### src/hdl/fpa_pkg.sv
// Shared operation and status codes of the fixed-point ALU.
`default_nettype none
package fpa_pkg;

  typedef enum logic [3:0] {
    ACT_ADD = 4'd0,
    ACT_SUB = 4'd1,
    ACT_MUL = 4'd2,
    ACT_DIV = 4'd3,
    ACT_GT  = 4'd4,
    ACT_LT  = 4'd5,
    ACT_GE  = 4'd6,
    ACT_LE  = 4'd7,
    ACT_EQ  = 4'd8,
    ACT_NE  = 4'd9,
    ACT_MIN = 4'd10,
    ACT_MAX = 4'd11,
    ACT_INC = 4'd12,
    ACT_DEC = 4'd13
  } action_e;

  typedef enum logic [1:0] {
    ST_OK   = 2'd0,
    ST_OVF  = 2'd1,
    ST_DIVZ = 2'd2
  } status_e;

endpackage
`default_nettype wire

### src/hdl/fpa_cell.sv
// One cell of the chain: a shift-add multiply step or a restoring divide step.
`default_nettype none
module fpa_cell
  import fpa_pkg::*;
#(
  parameter int W  = 32,
  parameter int F  = 8,
  parameter int AW = 64,
  parameter int K  = 0
) (
  input  logic clk_i,
  input  logic rst_ni,
  input  logic en_i,
  input  logic [W+W+AW+(W+1)+W+4+1+1+1+2-1:0] stage_i,
  output logic [W+W+AW+(W+1)+W+4+1+1+1+2-1:0] stage_o
);

  typedef struct packed {
    logic         valid;
    action_e      action;
    logic         neg;
    logic [W-1:0] ma;
    logic [W-1:0] mb;
    logic [AW-1:0] acc;
    logic [W:0]   rem;
    logic [W-1:0] sval;
    logic         scmp;
    status_e      sstat;
  } stage_t;

  localparam int N   = W + F;
  localparam int IDX = N - 1 - K;

  stage_t        cur, stage_d, stage_q;
  logic [AW-1:0] mul_acc;
  logic          bit_in, ge;
  logic [W:0]    rem2, diff;

  assign cur = stage_i;

  if (K < W) begin : g_mul
    always_comb begin
      mul_acc = cur.acc;
      if (cur.mb[K]) begin
        mul_acc[K +: W+1] = cur.acc[K +: W+1] + {1'b0, cur.ma};
      end
    end
  end else begin : g_nomul
    assign mul_acc = cur.acc;
  end

  if (IDX >= F) begin : g_bit
    assign bit_in = cur.ma[IDX-F];
  end else begin : g_zero
    assign bit_in = 1'b0;
  end

  assign rem2 = {cur.rem[W-1:0], bit_in};
  assign ge   = rem2 >= {1'b0, cur.mb};
  assign diff = rem2 - {1'b0, cur.mb};

  always_comb begin
    stage_d = cur;
    if (cur.action == ACT_MUL) begin
      stage_d.acc = mul_acc;
    end else if (cur.action == ACT_DIV) begin
      stage_d.rem = ge ? diff : rem2;
      stage_d.acc = {cur.acc[AW-2:0], ge};
    end
  end

  always_ff @(posedge clk_i or negedge rst_ni) begin
    if (!rst_ni) begin
      stage_q <= '0;
    end else if (en_i) begin
      stage_q <= stage_d;
    end
  end

  assign stage_o = stage_q;

endmodule
`default_nettype wire

### config.mk
export PLATFORM = sky130hd
export DESIGN_NAME = fpa_cell
export DESIGN_NICKNAME = d
export VERILOG_FILES = /design/src/hdl/fpa_pkg.sv /design/src/hdl/fpa_cell.sv
export SDC_FILE = /design/constraint.sdc
export NUM_CORES = 1
export LEC_CHECK = 0
export BUFFER_PORTS_ARGS = -buffer_cell sky130_fd_sc_hd__buf_2
export CORE_UTILIZATION = 38
export DETAILED_ROUTE_END_ITERATION = 8
export HOLD_SLACK_MARGIN = 0.08
export MAX_ROUTING_LAYER = met4
export PLACE_DENSITY = 0.71
export SLEW_MARGIN = 20
export SYNTH_ARGS = -nofsm -noshare
export SYNTH_HDL_FRONTEND = slang
export SYNTH_SLANG_ARGS = --single-unit
### constraint.sdc
create_clock -name clk_i -period 0.9 [get_ports clk_i]
set_input_delay 0.225 -clock clk_i [delete_from_list [all_inputs] [get_ports clk_i]]
set_output_delay 0.225 -clock clk_i [all_outputs]
set_load 0.01 [all_outputs]
==> results of run 1 <==
stage by stage:
step / cells / hold WS [ns]
after floorplan: 1351 / -0.07059
after global placement: 2492 / 0.1087
after detailed placement: 2492 / 0.1176
after CTS: 2819 / 0.04878
after global routing: 2894 / 0.05339
final: 2895 / 0.05926
cells in the mapped netlist, types with 8 or more instances:
cell type	instances	area share, %
a211oi_1	8	0.48
a21o_1	27	1.6
a21oi_1	119	4.7
a221oi_1	11	0.76
a31oi_1	46	2.3
and3_1	32	1.6
clkbuf_1	66	2.0
dfrtp_1	202	40
ha_1	64	6.3
inv_1	45	1.3
mux2_2	104	9.3
mux2i_1	28	2.2
nand2_1	141	4.2
nand3_1	18	0.71
nand4_1	15	0.74
nor2_1	105	3.1
nor3_1	12	0.48
o211ai_1	10	0.59
o21a_1	9	0.53
o21ai_0	62	2.5
o21ai_1	20	0.79
o21bai_1	13	0.77
o22ai_1	9	0.45
o31ai_1	11	0.65
or3_1	14	0.69
xnor2_1	31	2.1
xor2_1	14	0.97
critical path, stage by stage:
cell       delay, ns
buf_8           0.08
inv_4           0.04
ha_4            0.28
a21o_1          0.15
a21oi_2         0.10
o21a_1          0.22
a311o_1         0.38
a2111oi_4       0.33
or2_4           0.25
buf_6           0.13
buf_12          0.14
mux2i_1         0.24
o21ai_1         0.11
timing repair:
action / in CTS / in global routing
resized for setup: 287 / 267
setup buffers: 129 / 90
setup endpoints to repair: 299 / 333
hold endpoints to repair: 355 / 1
gates cloned: 7 / 2
pin swaps: 160 / 113
layout make-up:
| cell class | count | area, µm² |
|---|---|---|
| Antenna cell | 15 | 37.54 |
| Clock buffer | 36 | 726.9 |
| Clock inverter | 9 | 111.4 |
| Fill cell | 1851 | 7515 |
| Inverter | 46 | 192.7 |
| Multi-Input combinational cell | 1024 | 9233 |
| Sequential cell | 202 | 5056 |
| Tap cell | 442 | 553.0 |
| Timing Repair Buffer | 1121 | 9194 |
kinds of logic after synthesis:
group / Yosys count / synth area share (%)
simple gates: 365 / 13.12
fa+ha+maj: 66 / 6.655
flops: 202 / 40.01
xor+xnor: 45 / 3.120
mux: 132 / 11.49
compound gates: 416 / 21.58
buf+inv: 125 / 4.021
power by group:
part	leakage (nW)	switching [W]	internal, W
combinational	9.24	0.00667	0.00753
clock	0.407	0.00481	0.00619
sequential	2.35	0.000835	0.0100
total	12.0	0.0123	0.0237
per-layer routing:
metal | vias up | part of all wire, % | global-route usage (%)
li1 | 7120 | - | -
met1 | 8150 | 35 | 40.11
met2 | 1196 | 46 | 58.07
met3 | 491 | 11 | 7.014
met4 | 0 | 7.7 | 19.70
met5 | - | 0 | -
worst paths after layout:
path	from	end	slack (ns)	cells past startpoint
worst min-delay path	stage_i[79]	stage_o[80]	0.06	3
worst min register to register	stage_o[141]	stage_o[141]	0.50	1
max in group asynchronous	rst_ni	stage_o[129]	0.22	3
min in group asynchronous	rst_ni	stage_o[98]	0.11	2
worst max register to register	stage_o[190]	stage_o[190]	-0.25	2
worst max-delay path	stage_i[140]	stage_o[40]	-1.36	13
==> flow_summary.ini, run 1 <==
[detailed_routing]
first_pass_iters = 6
wl_mm = 71.63
drc = 0
routed_via_density = 5.857
drt_iter0_drc = 1514
vias = 16957
wl_per_cell_um = 24.74
ant_nets = 0

[power]
vdd_drop_max_mv = 1.444
powerDensity_mw_per_mm2 = 1437
p_total_w = 0.03607
p_leak_nw = 12.00

[status]
violations = setup timing
status = complete, but fails checks

[placed_design]
post_dp_cell_area_mm2 = 0.01872
dp_hpwl_mm = 38.23
dp_worst_setup_slack_ns = -1.960
portBuffers = 406
gp_congestion = 0.9848

[clock_tree]
path_clk_slew_ns = 0.06
cts_hold_buf = 148
clock_sinks = 202
ctsRootBufferMaster = clkbuf_16
cts_buffers = 25
clock_latency_ns = 0.58
cts_max_level = 1
cts_max_path_buffers = 3
tritoncts = done

[sta]
final_hold_viol_count = 0
final.setup_skew_ns = 0
slew_viol_final = 0
period_minus_slack_ns = 2.263
fmax_ghz = 0.4418
relSlewSlack_pct = 50.81
fin_ws_ns = -1.363
rsz0062_at_grt = yes
tightest_slew_ns = 0.7329
setup_violations = 344
finalCritPeriodShare_pct = 251.5
final.setup.tns_ns = -163.74

[logic_synthesis]
ys_async_sr_fraction_pct = 100.0
synth-seq-cells = 202
synth_top_flop_cell = dfrtp_1
synth_edf_count = 0
yosysWarnings = 0
synth_cell_types = 79
syn_inst = 1351
synth.cell_area_mm2 = 0.01263
synth_fp_nets = 1622
syn_area_per_cell_um2 = 9.351
synth_sequential_area_ratio_pct = 40.01

[floorplanning]
ios = 407
die_w_um = 184.3
coreArea_mm2 = 0.03262
initial_core_util_pct = 38.73
die-area_mm2 = 0.03398
die_h_um = 184.3
rows = 66

[final_layout]
drive_gt1_share_pct = 57.22
fin_area_mm2 = 0.02510
final_cell_mix = buf_4, buf_2, dfrtp_1
nets = 2691
syn_to_final_growth_pct = 98.71
layout_commonest_cell = buf_4
final_util_pct = 76.96
largest_reg_flops = 202

[critical_path]
critPathMaxFanout = 5
cp_data_required_time_ns = 1.31
critPathCaptureType = flop
critPathLaunchType = input port
cp.arrival_ns = 2.67
crit_type = input port to flop

[global_route]
antenna_found_initial = 14
globalRouteOverflowTotal = 0
grt_pass1_vias = 16540
grt_start_max_net_pins = 43
grt_pass1_wl_mm = 90.58
gr-usage-all-layers_pct = 35.27

[worst_hold_path]
hold_path_class = input port to flop

[run]
maxCapViolCount = 0
Note: power is estimated with default switching activity, not from simulation.
==> inputs of run 2 (changes only) <==
PLACE_DENSITY = 0.64   (was 0.71)
==> run 2 against run 1 <==
The run still ends with setup timing left; register-to-register slack improved by 0.05 ns; die area unchanged; critical path depth decreased by 1; routed wire length decreased by 11%; final cell count increased by 0.10%; clock power about the same; worst setup slack got worse by 0.043 ns; combinational power decreased by 6%.
==> flow_summary.ini, run 2 (same netlist as run 1, synthesis figures left out) <==
[floorplanning]
die_w_um = 184.3
coreArea_mm2 = 0.03262
initial_core_util_pct = 38.73
die-area_mm2 = 0.03398
die_h_um = 184.3
rows = 66
ios = 407

[detailed_routing]
wl_per_cell_um = 22.10
wl_mm = 64.04
ant_nets = 0
first_pass_iters = 7
drc = 0
drt_iter0_drc = 1317
routed_via_density = 5.614
vias = 16269

[worst_hold_path]
hold_path_end = stage_o[80]
hold_path_class = input port to flop
min_from = stage_i[79]
whs_path_depth = 3

[sta]
fmax_ghz = 0.4337
period_minus_slack_ns = 2.306
final.setup_skew_ns = 0
relSlewSlack_pct = 67.33
hold_ws_ns = 0.04060
fin_ws_ns = -1.406
tightest_slew_ns = 0.4850
finalCritPeriodShare_pct = 256.2
setup_violations = 338
rsz0062_at_grt = yes
slew_viol_final = 0
final_hold_viol_count = 0

[run]
maxCapViolCount = 0

[final_layout]
nets = 2699
drive_gt1_share_pct = 54.29
layout_commonest_cell = buf_4
final_cell_mix = buf_4, buf_2, dfrtp_1
fill_cells = 2007
final_util_pct = 75.06
regArea_mm2 = 0.005056
multi_input_area_mm2 = 0.008780
syn_to_final_growth_pct = 93.80
largest_reg_flops = 202

[power]
switching_share_pct = 32.18
p_leak_nw = 11.78
vdd_drop_max_mv = 1.364
p_comb_share_pct = 38.0
seqPwrFrac_pct = 30.5
switching_power_w = 0.01137
pwr-share-clk_pct = 31.5
powerDensity_mw_per_mm2 = 1443
internal_power_w = 0.02396

[global_route]
grt_pass1_vias = 16276
antenna_found_initial = 10
grt_start_max_net_pins = 30
globalRouteOverflowTotal = 0
grt_pass1_wl_mm = 90.04
gr-usage-all-layers_pct = 35.24

[placed_design]
dp_hpwl_mm = 37.49
dp_worst_setup_slack_ns = -2.014
gp_congestion = 0.9620
portBuffers = 406

[clock_tree]
clock_sinks = 202
cts_max_path_buffers = 3
cts_buffers = 25
path_clk_slew_ns = 0.06
ctsRootBufferMaster = clkbuf_16
tritoncts = done
cts_max_level = 1
cts_hold_buf = 157
clock_latency_ns = 0.55

[status]
violations = setup timing
status = complete, but fails checks

[critical_path]
r2r-end = stage_o[19]
reg2reg_from = stage_o[19]
crit_type = input port to flop
reg2reg_depth = 3
cp_data_required_time_ns = 1.36
path_cells = buf_12 > inv_12 > ha_4 > inv_2 > fa_2 > a211oi_2 > o21bai_1 > a221o_2 > a211o_1 > a21o_4 > a311o_1 > o211ai_1
critPathCaptureType = flop
cp.arrival_ns = 2.77
slowest_delay_ns = 0.44
critPathMaxFanout = 5
r2r_slack_ns = -0.20
critPathLaunchType = input port
cpMaxStageDelayCell = a221o_2
==> run 2: changes by cell type in the layout (fill, tap and decap cells not counted), sizes merged <==
cell         delta
dlygate4sd3     +9
diode           -5
clkbuf          -3
bufinv          +2
nand2           +2
buf             -1
clkinv          -1
clkinvlp        +1
inv             -1
==> run 2: per-layer routing <==
| metal | track usage, % | vias to the layer above | wire length (µm) |
|---|---|---|---|
| met3 | 8.398 | 252 | 5850 |
| met4 | 16.60 | 0 | 3268 |
| li1 | - | 7157 | - |
| met1 | 40.37 | 7866 | 24190 |
| met5 | - | - | 0 |
| met2 | 58.01 | 994 | 30740 |
==> run 2: through the flow <==
| step | instance area (µm²) | total power, W | setup TNS (ns) | instances |
|---|---|---|---|---|
| global route | 24480 | 0.03661 | -169.38 | 2898 |
| CTS | 23420 | 0.03356 | -148.03 | 2818 |
| detailed placement | 18700 | 0.02027 | -161.92 | 2489 |
| finish | 24480 | 0.03532 | -158.41 | 2898 |
| floorplan | 13910 | 0.01577 | -109.37 | 1351 |
| global placement | 18700 | 0.02011 | -158.30 | 2489 |
==> run 2: worst max-delay path by stage <==
stage	slack, ns	start	depth (start not counted)	endpoint
after floorplan	-1.63	stage_i[195]	11	stage_o[63]
after global placement	-1.98	stage_i[195]	12	stage_o[63]
after detailed placement	-2.01	stage_i[195]	12	stage_o[63]
after CTS	-1.39	stage_i[195]	12	stage_o[63]
after global routing	-1.46	stage_i[195]	12	stage_o[63]
final	-1.41	stage_i[195]	12	stage_o[63]
==> run 2: layout make-up <==
type / instances / share of cell area (%)
clock buffers: 35 / 2.913
repair buffers: 1127 / 36.78
multi-input cells: 1026 / 35.86
diodes: 10 / 0.1022
flip-flops and latches: 202 / 20.65
clock inverters: 10 / 0.6592
well taps: 442 / 2.259
inverters: 46 / 0.7768
==> run 2: power groups by stage <==
| stage | logic, W | clock network [W] | registers, W |
|---|---|---|---|
| after CTS | 0.0119 | 0.0111 | 0.0106 |
| after global routing | 0.0142 | 0.0116 | 0.0108 |
| after global placement | 0.00942 | 0 | 0.0107 |
| after floorplan | 0.00465 | 0 | 0.0111 |
| final | 0.0134 | 0.0111 | 0.0108 |
| after detailed placement | 0.00956 | 0 | 0.0107 |
==> run 2: critical path: cells and delay by family <==
kind | cells | cell delay (ns)
AOI/OAI and AO/OA | 7 | 1.80
adders and majority gates | 2 | 0.54
buffers and inverters | 3 | 0.19
==> run 2: repair_timing <==
action | in CTS | in global routing
endpoints found under the setup margin | 299 | 334
buffers inserted | 119 | 84
hold endpoints to repair | 361 | 1
gates resized for setup | 257 | 120
gates cloned | 11 | 0
pin swaps | 115 | 78
