<file path="config.mk">
export PLATFORM = sky130hd
export DESIGN_NAME = fpa_front
export DESIGN_NICKNAME = d
export VERILOG_FILES = /design/src/hdl/fpa_pkg.sv /design/src/hdl/fpa_front.sv
export SDC_FILE = /design/constraint.sdc
export NUM_CORES = 1
export LEC_CHECK = 0
export BUFFER_PORTS_ARGS = -buffer_cell sky130_fd_sc_hd__buf_2
export CORE_ASPECT_RATIO = 0.9
export CORE_MARGIN = 10
export CORE_UTILIZATION = 60
export CTS_CLUSTER_DIAMETER = 40
export DETAILED_ROUTE_END_ITERATION = 16
export GPL_TIMING_DRIVEN = 0
export PLACE_DENSITY = 0.89
export SLEW_MARGIN = 15
export SYNTH_ARGS = -nofsm -noshare
export SYNTH_HDL_FRONTEND = slang
export SYNTH_SLANG_ARGS = --single-unit
</file>
<file path="constraint.sdc">
create_clock -name clk_i -period 1.2 [get_ports clk_i]
set_input_delay 0.18 -clock clk_i [delete_from_list [all_inputs] [get_ports clk_i]]
set_output_delay 0.18 -clock clk_i [all_outputs]
set_load 0.02 [all_outputs]
</file>
<file path="src/hdl/fpa_pkg.sv">
// Shared operation and status codes of the fixed-point ALU.
`default_nettype none
package fpa_pkg;

  typedef enum logic [3:0] {
    ACT_ADD = 4'd0,
    ACT_SUB = 4'd1,
    ACT_MUL = 4'd2,
    ACT_DIV = 4'd3,
    ACT_GT  = 4'd4,
    ACT_LT  = 4'd5,
    ACT_GE  = 4'd6,
    ACT_LE  = 4'd7,
    ACT_EQ  = 4'd8,
    ACT_NE  = 4'd9,
    ACT_MIN = 4'd10,
    ACT_MAX = 4'd11,
    ACT_INC = 4'd12,
    ACT_DEC = 4'd13
  } action_e;

  typedef enum logic [1:0] {
    ST_OK   = 2'd0,
    ST_OVF  = 2'd1,
    ST_DIVZ = 2'd2
  } status_e;

endpackage
`default_nettype wire

</file>
<file path="src/hdl/fpa_front.sv">
// Entry stage: magnitudes, signs and the add, subtract, increment, decrement, compare, min and max results.
`default_nettype none
module fpa_front
  import fpa_pkg::*;
#(
  parameter int W  = 32,
  parameter int AW = 64
) (
  input  logic                clk_i,
  input  logic                rst_ni,
  input  logic                en_i,
  input  logic                valid_i,
  input  logic [3:0]          action_i,
  input  logic signed [W-1:0] a_i,
  input  logic signed [W-1:0] b_i,
  output logic [W+W+AW+(W+1)+W+4+1+1+1+2-1:0] stage_o
);

  typedef struct packed {
    logic         valid;
    action_e      action;
    logic         neg;
    logic [W-1:0] ma;
    logic [W-1:0] mb;
    logic [AW-1:0] acc;
    logic [W:0]   rem;
    logic [W-1:0] sval;
    logic         scmp;
    status_e      sstat;
  } stage_t;

  stage_t            stage_d, stage_q;
  action_e           act;
  logic signed [W:0] ax, bx, sum;
  logic              lt, gt, arith, sat_hi, sat_lo;

  assign act = action_e'(action_i);
  assign ax  = {a_i[W-1], a_i};
  assign bx  = {b_i[W-1], b_i};
  assign lt  = a_i < b_i;
  assign gt  = b_i < a_i;

  always_comb begin
    sum   = '0;
    arith = 1'b0;
    unique case (act)
      ACT_ADD: begin sum = ax + bx; arith = 1'b1; end
      ACT_SUB: begin sum = ax - bx; arith = 1'b1; end
      ACT_INC: begin sum = ax + (W+1)'(1); arith = 1'b1; end
      ACT_DEC: begin sum = ax - (W+1)'(1); arith = 1'b1; end
      default: begin sum = '0; arith = 1'b0; end
    endcase
  end

  assign sat_hi = !sum[W] && sum[W-1];
  assign sat_lo = sum[W] && !sum[W-1];

  always_comb begin
    stage_d        = '0;
    stage_d.valid  = valid_i;
    stage_d.action = act;
    stage_d.neg    = a_i[W-1] ^ b_i[W-1];
    stage_d.ma     = a_i[W-1] ? W'(-a_i) : W'(a_i);
    stage_d.mb     = b_i[W-1] ? W'(-b_i) : W'(b_i);
    stage_d.sstat  = ST_OK;
    if (arith) begin
      if (sat_hi) begin
        stage_d.sval  = {1'b0, {(W-1){1'b1}}};
        stage_d.sstat = ST_OVF;
      end else if (sat_lo) begin
        stage_d.sval  = {1'b1, {(W-1){1'b0}}};
        stage_d.sstat = ST_OVF;
      end else begin
        stage_d.sval = sum[W-1:0];
      end
    end
    unique case (act)
      ACT_GT:  stage_d.scmp = gt;
      ACT_LT:  stage_d.scmp = lt;
      ACT_GE:  stage_d.scmp = !lt;
      ACT_LE:  stage_d.scmp = !gt;
      ACT_EQ:  stage_d.scmp = a_i == b_i;
      ACT_NE:  stage_d.scmp = a_i != b_i;
      ACT_MIN: stage_d.sval = lt ? a_i : b_i;
      ACT_MAX: stage_d.sval = gt ? a_i : b_i;
      default: stage_d.scmp = 1'b0;
    endcase
  end

  always_ff @(posedge clk_i or negedge rst_ni) begin
    if (!rst_ni) begin
      stage_q <= '0;
    end else if (en_i) begin
      stage_q <= stage_d;
    end
  end

  assign stage_o = stage_q;

endmodule
`default_nettype wire

</file>
==> results of run 1 <==
-- metrics by stage --
step | utilization (%) | cells
floorplan | - | 1478
global placement | 73.3 | 1885
detailed placement | 73.6 | 1886
CTS | 83.3 | 1963
-- cells by family after synthesis --
logic type | synth area share (%)
simple gates | 17.5
xor+xnor | 10.4
fa+ha+maj | 8.46
other cells | 0.0342
flops | 23.7
compound gates | 24.3
mux | 4.58
buf+inv | 11.0
-- what timing repair did --
| item | CTS |
|---|---|
| pin swaps | 90 |
| endpoints found under the setup margin | 95 |
| resized for setup | 222 |
| hold buffers | 1 |
| setup buffers | 59 |
| gates cloned | 5 |
| endpoints found under the hold margin | 41 |
==> qor.yml, run 1 <==
logic_synthesis:
  yosysMostFrequentCell: "nor2_1"
  synth_edf_count: 0
  yosys.area.top_type_share_pct: 23.7
  ys_ff_latch: 104
  synthTopCellsByCount: "142 x nor2_1, 139 x a21oi_1, 104 x dfrtp_1, 100 x buf_4, 95 x nand2_1"
  seq_area_frac_synth_pct: 23.7
  syn_area_per_cell_um2: 7.94
  yosysWarnings: 0
  ys.flop_type: "dfrtp_1"
  async_flop_share_pct: 100
  synth_area_leaders: "dfrtp_1 24%, ha_1 8.1%, buf_4 6.8%"
  yosys.area.top_type: "dfrtp_1"
  synth_cell_type_count: 84
  synth_cells: 1381
  synthesis.area_um2: 11000
run_status:
  flow.stopped_at: "global routing"
  status: "did not finish"
  first-error: "[ERROR GRT-0228] Horizontal edge usage exceeds the maximum allowed. (18, 15) usage=65535 limit=3200"
floorplan:
  fp.dieW_um: 163
  initial_core_util_pct: 61.7
  die_h_um: 148
  rows: 46
  io_pins: 274
clock_tree:
  h-tree-depth: 3
  cts_root_buffer: "clkbuf_16"
  max-clock-path-buffers: 2
  cts_inserted_buffers: 9
  clkSinkCount: 104
placed_design:
  io_buffers: 167
  globalplace.congestion: 1.01
  place_area_um2: 13100
  dpl_worst_slack_ps: -5020
  dp_hpwl_mm: 35.9
sta:
  worst-ep-kind: "register input"
  crit_endpoint: "stage_o[4]$_DFFE_PN0P_/D"
grt:
  grt_max_degree: 64
==> inputs of run 2 (changes only) <==
--- a/config.mk
+++ b/config.mk
@@ -6,13 +6,11 @@
 export NUM_CORES = 1
 export LEC_CHECK = 0
 export BUFFER_PORTS_ARGS = -buffer_cell sky130_fd_sc_hd__buf_2
-export CORE_ASPECT_RATIO = 0.9
 export CORE_MARGIN = 10
-export CORE_UTILIZATION = 60
-export CTS_CLUSTER_DIAMETER = 40
+export CORE_UTILIZATION = 40
 export DETAILED_ROUTE_END_ITERATION = 16
 export GPL_TIMING_DRIVEN = 0
-export PLACE_DENSITY = 0.89
+export PLACE_DENSITY_LB_ADDON = 0.15
 export SLEW_MARGIN = 15
 export SYNTH_ARGS = -nofsm -noshare
 export SYNTH_HDL_FRONTEND = slang
==> run 2 against run 1 <==
The flow now finishes, with violations (setup timing). Area after synthesis is the same. Synthesized cell count is the same.
==> qor.yml, run 2 <==
run_status:
  status: "complete, but fails checks"  # was did not finish
  violations: "setup timing"
grt:
  grt.busiest_layer: "met2"
  grt_pass1_vias: 11200
  grt.met2_usage_pct: 40.8
  grt_util_met1_pct: 35.1
  grt_usage_pct: 26.4
  grt_max_degree: 61
  grt_first_pass_wirelength_mm: 68.8
  met3_usage_pct: 5.91
  grt_overflow: 0
  antenna_found_initial: 0
clock_tree:
  cts_tree: "built"
  clkSinkCount: 104  # unchanged
  cts.clk_slew.worst_paths_ps: 90
  cts_root_buffer: "clkbuf_16"  # unchanged
  clock_insertion_delay_worst_skew_ps: 360
  h-tree-depth: 3  # unchanged
  cts_inserted_buffers: 9  # unchanged
  max-clock-path-buffers: 2  # unchanged
floorplan:
  die_h_um: 186  # was 148 um
  initial_core_util_pct: 40.7  # was 61.7%
  die-area_um2: 34500
  rows: 60  # was 46
  core-area_um2: 27000
  io_pins: 274  # unchanged
  fp.dieW_um: 186  # was 163 um
cells_and_area:
  nets: 1881
  fin_util_pct: 56.7
  largest_reg_flops: 104
  synthToLayoutAreaGrowth_pct: 39.4
  fin_cells: 2081
  n_antenna_cell: 0
  post_route_cells_drive_above_1_share_pct: 34.9
  finish.instance_area_um2: 15300
  fillers: 2536
  final_cell_mix: "160 x buf_4, 156 x buf_2, 134 x nor2_1, 133 x a21oi_1, 104 x dfrtp_1"
  layout_commonest_cell: "buf_4"
placed_design:
  globalplace.congestion: 0.939  # was 1.01
  dp_hpwl_mm: 35.7  # was 35.9 mm
  place_area_um2: 13200  # was 13,100 um2
  dpl_worst_slack_ps: -5760  # was -5020 ps
  placedCellCount: 1987  # was 1,886
  io_buffers: 167  # unchanged
hold_path:
  min_from: "valid_i"
  holdPathEnd: "stage_o[201]"
  hold_class: "input pin to register"
  min_path_cells: 2
logic_synthesis:
  seq_area_frac_synth_pct: 23.7  # unchanged
  synth_compound_area_share_pct: 24.3  # unchanged
  ys.flop_type: "dfrtp_1"  # unchanged
  synthXorXnorAreaFrac_pct: 10.4  # unchanged
  synth_edf_count: 0  # unchanged
  synthTopCellsByCount: "142 x nor2_1, 139 x a21oi_1, 104 x dfrtp_1, 100 x buf_4, 95 x nand2_1"  # unchanged
  yosysWarnings: 0  # unchanged
  synth_area_leaders: "dfrtp_1 24%, ha_1 8.1%, buf_4 6.8%"  # unchanged
  yosysMostFrequentCell: "nor2_1"  # unchanged
  ys_ff_latch: 104  # unchanged
  synth_cells: 1381  # unchanged
  synth_cell_type_count: 84  # unchanged
  yosys.area.top_type: "dfrtp_1"  # unchanged
  synth-adder-area-share_pct: 8.46  # unchanged
  synth_top_family_by_area: "compound AO/OA/AOI/OAI gates"  # unchanged
  synthSimpleGateAreaFrac_pct: 17.5  # unchanged
  syn_area_per_cell_um2: 7.94  # unchanged
  async_flop_share_pct: 100  # unchanged
  muxShareOfSynthArea_pct: 4.58  # unchanged
  yosys.area.top_type_share_pct: 23.7  # unchanged
  synthesis.area_um2: 11000  # unchanged
power:
  switching_share_pct: 42.7
  clkPwrFrac_pct: 22.3
  power_density_nw_per_um2: 957
  comb_power_share_pct: 49.2
  worst_ir_drop_vdd_uv: 544
  p_int_mw: 8.39
  power.net_switching_mw: 6.25
  leakage_nw: 7.00
  seqPwrFrac_pct: 28.4
  power_mw: 14.6
route:
  drc_errors: 0
  wl_mm: 47.1
  drtPass1Iterations: 5
  first_iter_violations: 1005
  routed-via-count: 11600
  drt.antenna.violating_nets: 0
  wl_per_cell_um: 22.6
  vias_per_cell: 5.60
flow_run:
  maxCapViolCount: 0
sta:
  tightest_slew_ps: 1130
  whs_ps: 49.7
  hold_viol: 0
  fin_ws_ps: -3930
  finalSetupTns_ps: -151140
  drv_slew: 0
  slew_headroom_pct: 24.7
  fin_crit_ps: 5130
  timing.final.crit_share_pct: 428
  fmax_mhz: 195
  clock_skew_ps: 0
  setup_viol: 79
  rsz0062_at_grt: "yes"
critical_path:
  r2r_slack_ps: 420
  crit_type: "input pin to register"
  worst_r2r_path_depth: 2
  regToRegStartpoint: "stage_o[25]"
  worstPathMaxFanout: 6
  worstPathRequired_ps: 1470
  end_kind: "register"
  critPathLaunchType: "input pin"
  cp.arrival_ps: 5410
  worstReg2RegEnd: "stage_o[25]"
run 2: cell counts after synthesis:
Identical to the previous run, type by type.
run 2: cells by family after synthesis:
| kind of cell | Yosys count |
|---|---|
| adders and majority gates | 73 |
| xor gates and xnor gates | 130 |
| and+or+nand+nor | 398 |
| AOI/OAI and AO/OA | 409 |
| buffers and inverters | 219 |
| muxes | 47 |
| DFF | 104 |
| other | 1 |
run 2: final cells by class:
| cell class | count | area, um2 | share of cell area (%) |
|---|---|---|---|
| Buffer | 168 | 1300 | 8.48 |
| Clock buffer | 9 | 225 | 1.47 |
| Clock inverter | 6 | 77.6 | 0.507 |
| Inverter | 49 | 215 | 1.41 |
| Multi-Input combinational cell | 1156 | 8740 | 57.2 |
| Sequential cell | 104 | 2600 | 17.0 |
| Tap cell | 341 | 427 | 2.79 |
| Timing Repair Buffer | 248 | 1710 | 11.2 |
run 2: worst max-delay path, cell delays in order:
cell	delay (ps)
buf_8	90
or4_4	540
nor4_4	410
nand4b_4	140
or3_4	350
or3_4	340
nand2b_4	200
buf_4	160
a31oi_1	150
ha_1	290
a21o_1	190
a21o_1	210
o31ai_4	380
a31oi_2	180
xnor2_1	200
a21oi_2	110
inv_2	110
ha_4	240
nor2_4	80
buf_8	170
a221oi_4	330
o221ai_2	160
o21a_1	150
run 2: what timing repair did:
action | 4_1_cts | 5_1_grt
pin swaps | 55 | 84
hold endpoints to repair | 44 | 0
hold buffers | 1 | 0
buffers inserted | 38 | 48
endpoints found under the setup margin | 94 | 96
resized for setup | 125 | 167
gates cloned | 4 | 0
run 2: how the worst max path moves through the flow:
stage | from | end | slack, ps
2_1_floorplan | b_i[15] | stage_o[15] | -3750
3_3_place_gp | action_i[3] | stage_o[17] | -5700
3_5_place_dp | action_i[3] | stage_o[17] | -5760
4_1_cts | b_i[12] | stage_o[15] | -3880
5_1_grt | b_i[12] | stage_o[25] | -4060
6_report | b_i[12] | stage_o[15] | -3930
run 2: power by group through the flow:
stage	clock network [mW]	logic [mW]	registers (mW)
after floorplan	0	3.83	4.77
after global placement	0	6.31	4.22
after detailed placement	0	6.34	4.23
after CTS	3.32	6.74	4.17
after global routing	3.44	7.77	4.22
final	3.27	7.21	4.16
run 2: per-layer routing:
layer,vias to the layer above,wire (um)
met4,0,1540
met1,5582,20500
li1,5467,-
met2,523,21000
met3,76,4110
met5,-,0
No activity file was read; power rests on OpenSTA's default activity.
==> inputs of run 3 (changes only) <==
--- a/config.mk
+++ b/config.mk
@@ -7,10 +7,10 @@
 export LEC_CHECK = 0
 export BUFFER_PORTS_ARGS = -buffer_cell sky130_fd_sc_hd__buf_2
 export CORE_MARGIN = 10
-export CORE_UTILIZATION = 40
+export CORE_UTILIZATION = 50
 export DETAILED_ROUTE_END_ITERATION = 16
 export GPL_TIMING_DRIVEN = 0
-export PLACE_DENSITY_LB_ADDON = 0.15
+export PLACE_DENSITY = 0.76
 export SLEW_MARGIN = 15
 export SYNTH_ARGS = -nofsm -noshare
 export SYNTH_HDL_FRONTEND = slang
==> run 3 against run 2 <==
The run still ends with setup timing left. Cell count decreased by 2.5%. Maximum frequency rose by 3.0%. Largest cell class unchanged. Combinational power grew 1%. Total power fell by 0.81%. Non-clock buffer count grew 7. Flip-flop and latch count unchanged. Via count rose by 4.7%. Utilization rose by 14 points. Highest routed layer unchanged. Die area decreased by 18%. Register-to-register slack worse by 110 ps. Clock-buffer cell count did not move. Clock skew is the same.
==> qor.yml, run 3 (synthesis results as in run 2) <==
run_status:
  status: "complete, but fails checks"  # unchanged
  violations: "setup timing"  # unchanged
placed_design:
  globalplace.congestion: 0.961  # was 0.939
  dp_hpwl_mm: 35.2  # was 35.7 mm
  io_buffers: 167  # unchanged
  placedCellCount: 1926  # was 1,987
grt:
  grt_overflow: 0  # unchanged
  antenna_found_initial: 0  # unchanged
  grt_max_degree: 60  # was 61
  grt_usage_pct: 31.7  # was 26.4%
  grt_pass1_vias: 11900  # was 11,200
  grt_first_pass_wirelength_mm: 70.3  # was 68.8 mm
critical_path:
  cp.arrival_ps: 5250  # was 5410 ps
  max_stage_delay_ps: 550  # was 540 ps
  crit_type: "input pin to register"  # unchanged
  worstPathRequired_ps: 1460  # was 1470 ps
  critPathLaunchType: "input pin"  # unchanged
  path_cells: "buf_6 > or4_4 > nor4_4 > nand4b_4 > or3_4 > or3_4 > nand2b_4 > buf_4 > a31oi_2 > ha_1 > a21o_1 > a21o_1 > o31ai_4 > a31oi_1 > xnor2_1 > a21oi_2 > inv_1 > ha_4 > inv_8 > and2_4 > a221oi_4 > o21ai_1 > o21a_1"  # was buf_8 > or4_4 > nor4_4 > nand4b_4 > or3_4 > or3_4 > nand2b_4 > buf_4 > a31oi_1 > ha_1 > a21o_1 > a21o_1 > o31ai_4 > a31oi_2 > xnor2_1 > a21oi_2 > inv_2 > ha_4 > nor2_4 > buf_8 > a221oi_4 > o221ai_2 > o21a_1
  slowest_stage: "or4_4"  # unchanged
  end_kind: "register"  # unchanged
  worstPathMaxFanout: 6  # unchanged
sta:
  fin_ws_ps: -3780  # was -3930 ps
  hold_viol: 0  # unchanged
  clock_skew_ps: 0  # unchanged
  setup_viol: 81  # was 79
  whs_ps: 48.0  # was 49.7 ps
  tightest_slew_ps: 1170  # was 1130 ps
  fin_crit_ps: 4980  # was 5130 ps
  timing.final.crit_share_pct: 415  # was 428%
  fmax_mhz: 201  # was 195 MHz
  slew_headroom_pct: 21.8  # was 24.7%
  drv_slew: 0  # unchanged
  rsz0062_at_grt: "yes"  # unchanged
route:
  drc_errors: 0  # unchanged
  drt.antenna.violating_nets: 0  # unchanged
  routed-via-count: 12200  # was 11,600
  vias_per_cell: 6.01  # was 5.60
  wl_mm: 48.5  # was 47.1 mm
  first_iter_violations: 1301  # was 1,005
  drtPass1Iterations: 5  # unchanged
  wl_per_cell_um: 23.9  # was 22.6 um
clock_tree:
  cts_inserted_buffers: 9  # unchanged
  cts_tree: "built"  # unchanged
  clock_insertion_delay_worst_skew_ps: 370  # was 360 ps
  cts.clk_slew.worst_paths_ps: 80  # was 90 ps
  h-tree-depth: 3  # unchanged
  clkSinkCount: 104  # unchanged
  cts_root_buffer: "clkbuf_16"  # unchanged
  max-clock-path-buffers: 2  # unchanged
cells_and_area:
  fin_cells: 2029  # was 2,081
  largest_reg_flops: 104  # unchanged
  nets: 1888  # was 1,881
  synthToLayoutAreaGrowth_pct: 40.0  # was 39.4%
  post_route_cells_drive_above_1_share_pct: 35.6  # was 34.9%
  final_cell_mix: "152 x buf_2, 152 x buf_4, 135 x nor2_1, 124 x a21oi_1, 104 x dfrtp_1"  # was 160 x buf_4, 156 x buf_2, 134 x nor2_1, 133 x a21oi_1, 104 x dfrtp_1
floorplan:
  die-area_um2: 28300  # was 34,500 um2
  rows: 54  # was 60
  initial_core_util_pct: 50.6  # was 40.7%
  fp.dieW_um: 168  # was 186 um
  core-area_um2: 21700  # was 27,000 um2
  die_h_um: 168  # was 186 um
  io_pins: 274  # unchanged
power:
  power_density_nw_per_um2: 946  # was 957 nW/um2
  worst_ir_drop_vdd_uv: 742  # was 544 uV
  power_mw: 14.5  # was 14.6 mW
  leakage_nw: 7.06  # was 7.00 nW
hold_path:
  hold_class: "input pin to register"  # unchanged
flow_run:
  maxCapViolCount: 0  # unchanged
[run 3: worst max-delay path, delay by kind of cell]
kind / cells / cell delay, ps
simple gates: 7 / 2190
fa+ha+maj: 2 / 530
xor+xnor: 1 / 180
buf+inv: 4 / 440
compound gates: 9 / 1720
[run 3: timing repair]
action | in CTS | in global routing
endpoints found under the hold margin | 45 | 0
buffers inserted | 55 | 40
pin swaps | 78 | 84
resized for setup | 175 | 135
setup endpoints to repair | 95 | 98
hold buffers | 1 | 0
gates cloned | 4 | 0
[run 3: cell type report]
class	count	area [um2]
Clock inverter	6	52.6
Sequential cell	104	2600
Antenna cell	2	5.00
Inverter	49	220
Tap cell	280	350
Clock buffer	9	225
Buffer	163	1220
Multi-Input combinational cell	1156	8800
Fill cell	1742	6330
Timing Repair Buffer	260	1890
[run 3: worst paths after layout]
path | depth (start not counted) | start | to | slack (ps)
max | 23 | b_i[12] | stage_o[19] | -3780
min | 2 | valid_i | stage_o[201] | 50
max reg2reg | 2 | stage_o[33] | stage_o[33] | 310
min reg2reg | 1 | stage_o[27] | stage_o[27] | 480
max in group asynchronous | 3 | rst_ni | stage_o[2] | 210
min in group asynchronous | 2 | rst_ni | stage_o[155] | 310
[run 3: where the power goes]
| part | switching (mW) | internal [mW] | leakage, nW | total [mW] |
|---|---|---|---|---|
| Sequential | 0.249 | 3.93 | 1.20 | 4.18 |
| Combinational | 4.48 | 2.82 | 5.73 | 7.30 |
| Clock | 1.61 | 1.43 | 0.124 | 3.04 |
[run 3: through the flow]
step                      area [um2]  setup TNS, ps  setup WS [ps]  util [%]
after floorplan                11900        -148440          -3750         -
after global placement         13100        -353700          -5130      60.4
after detailed placement       13100        -225140          -5210      60.5
after CTS                      14600        -145130          -3750      67.2
after global routing           15400        -157630          -3920      70.8
final                          15400        -150100          -3780      70.8
[run 3: per-layer routing]
layer / up-vias / routed length, um / track usage, %
li1: 5510 / - / -
met1: 5904 / 19500 / 39.2
met2: 657 / 22400 / 49.6
met3: 127 / 4780 / 10.1
met4: 0 / 1780 / 13.5
met5: - / 0 / 0
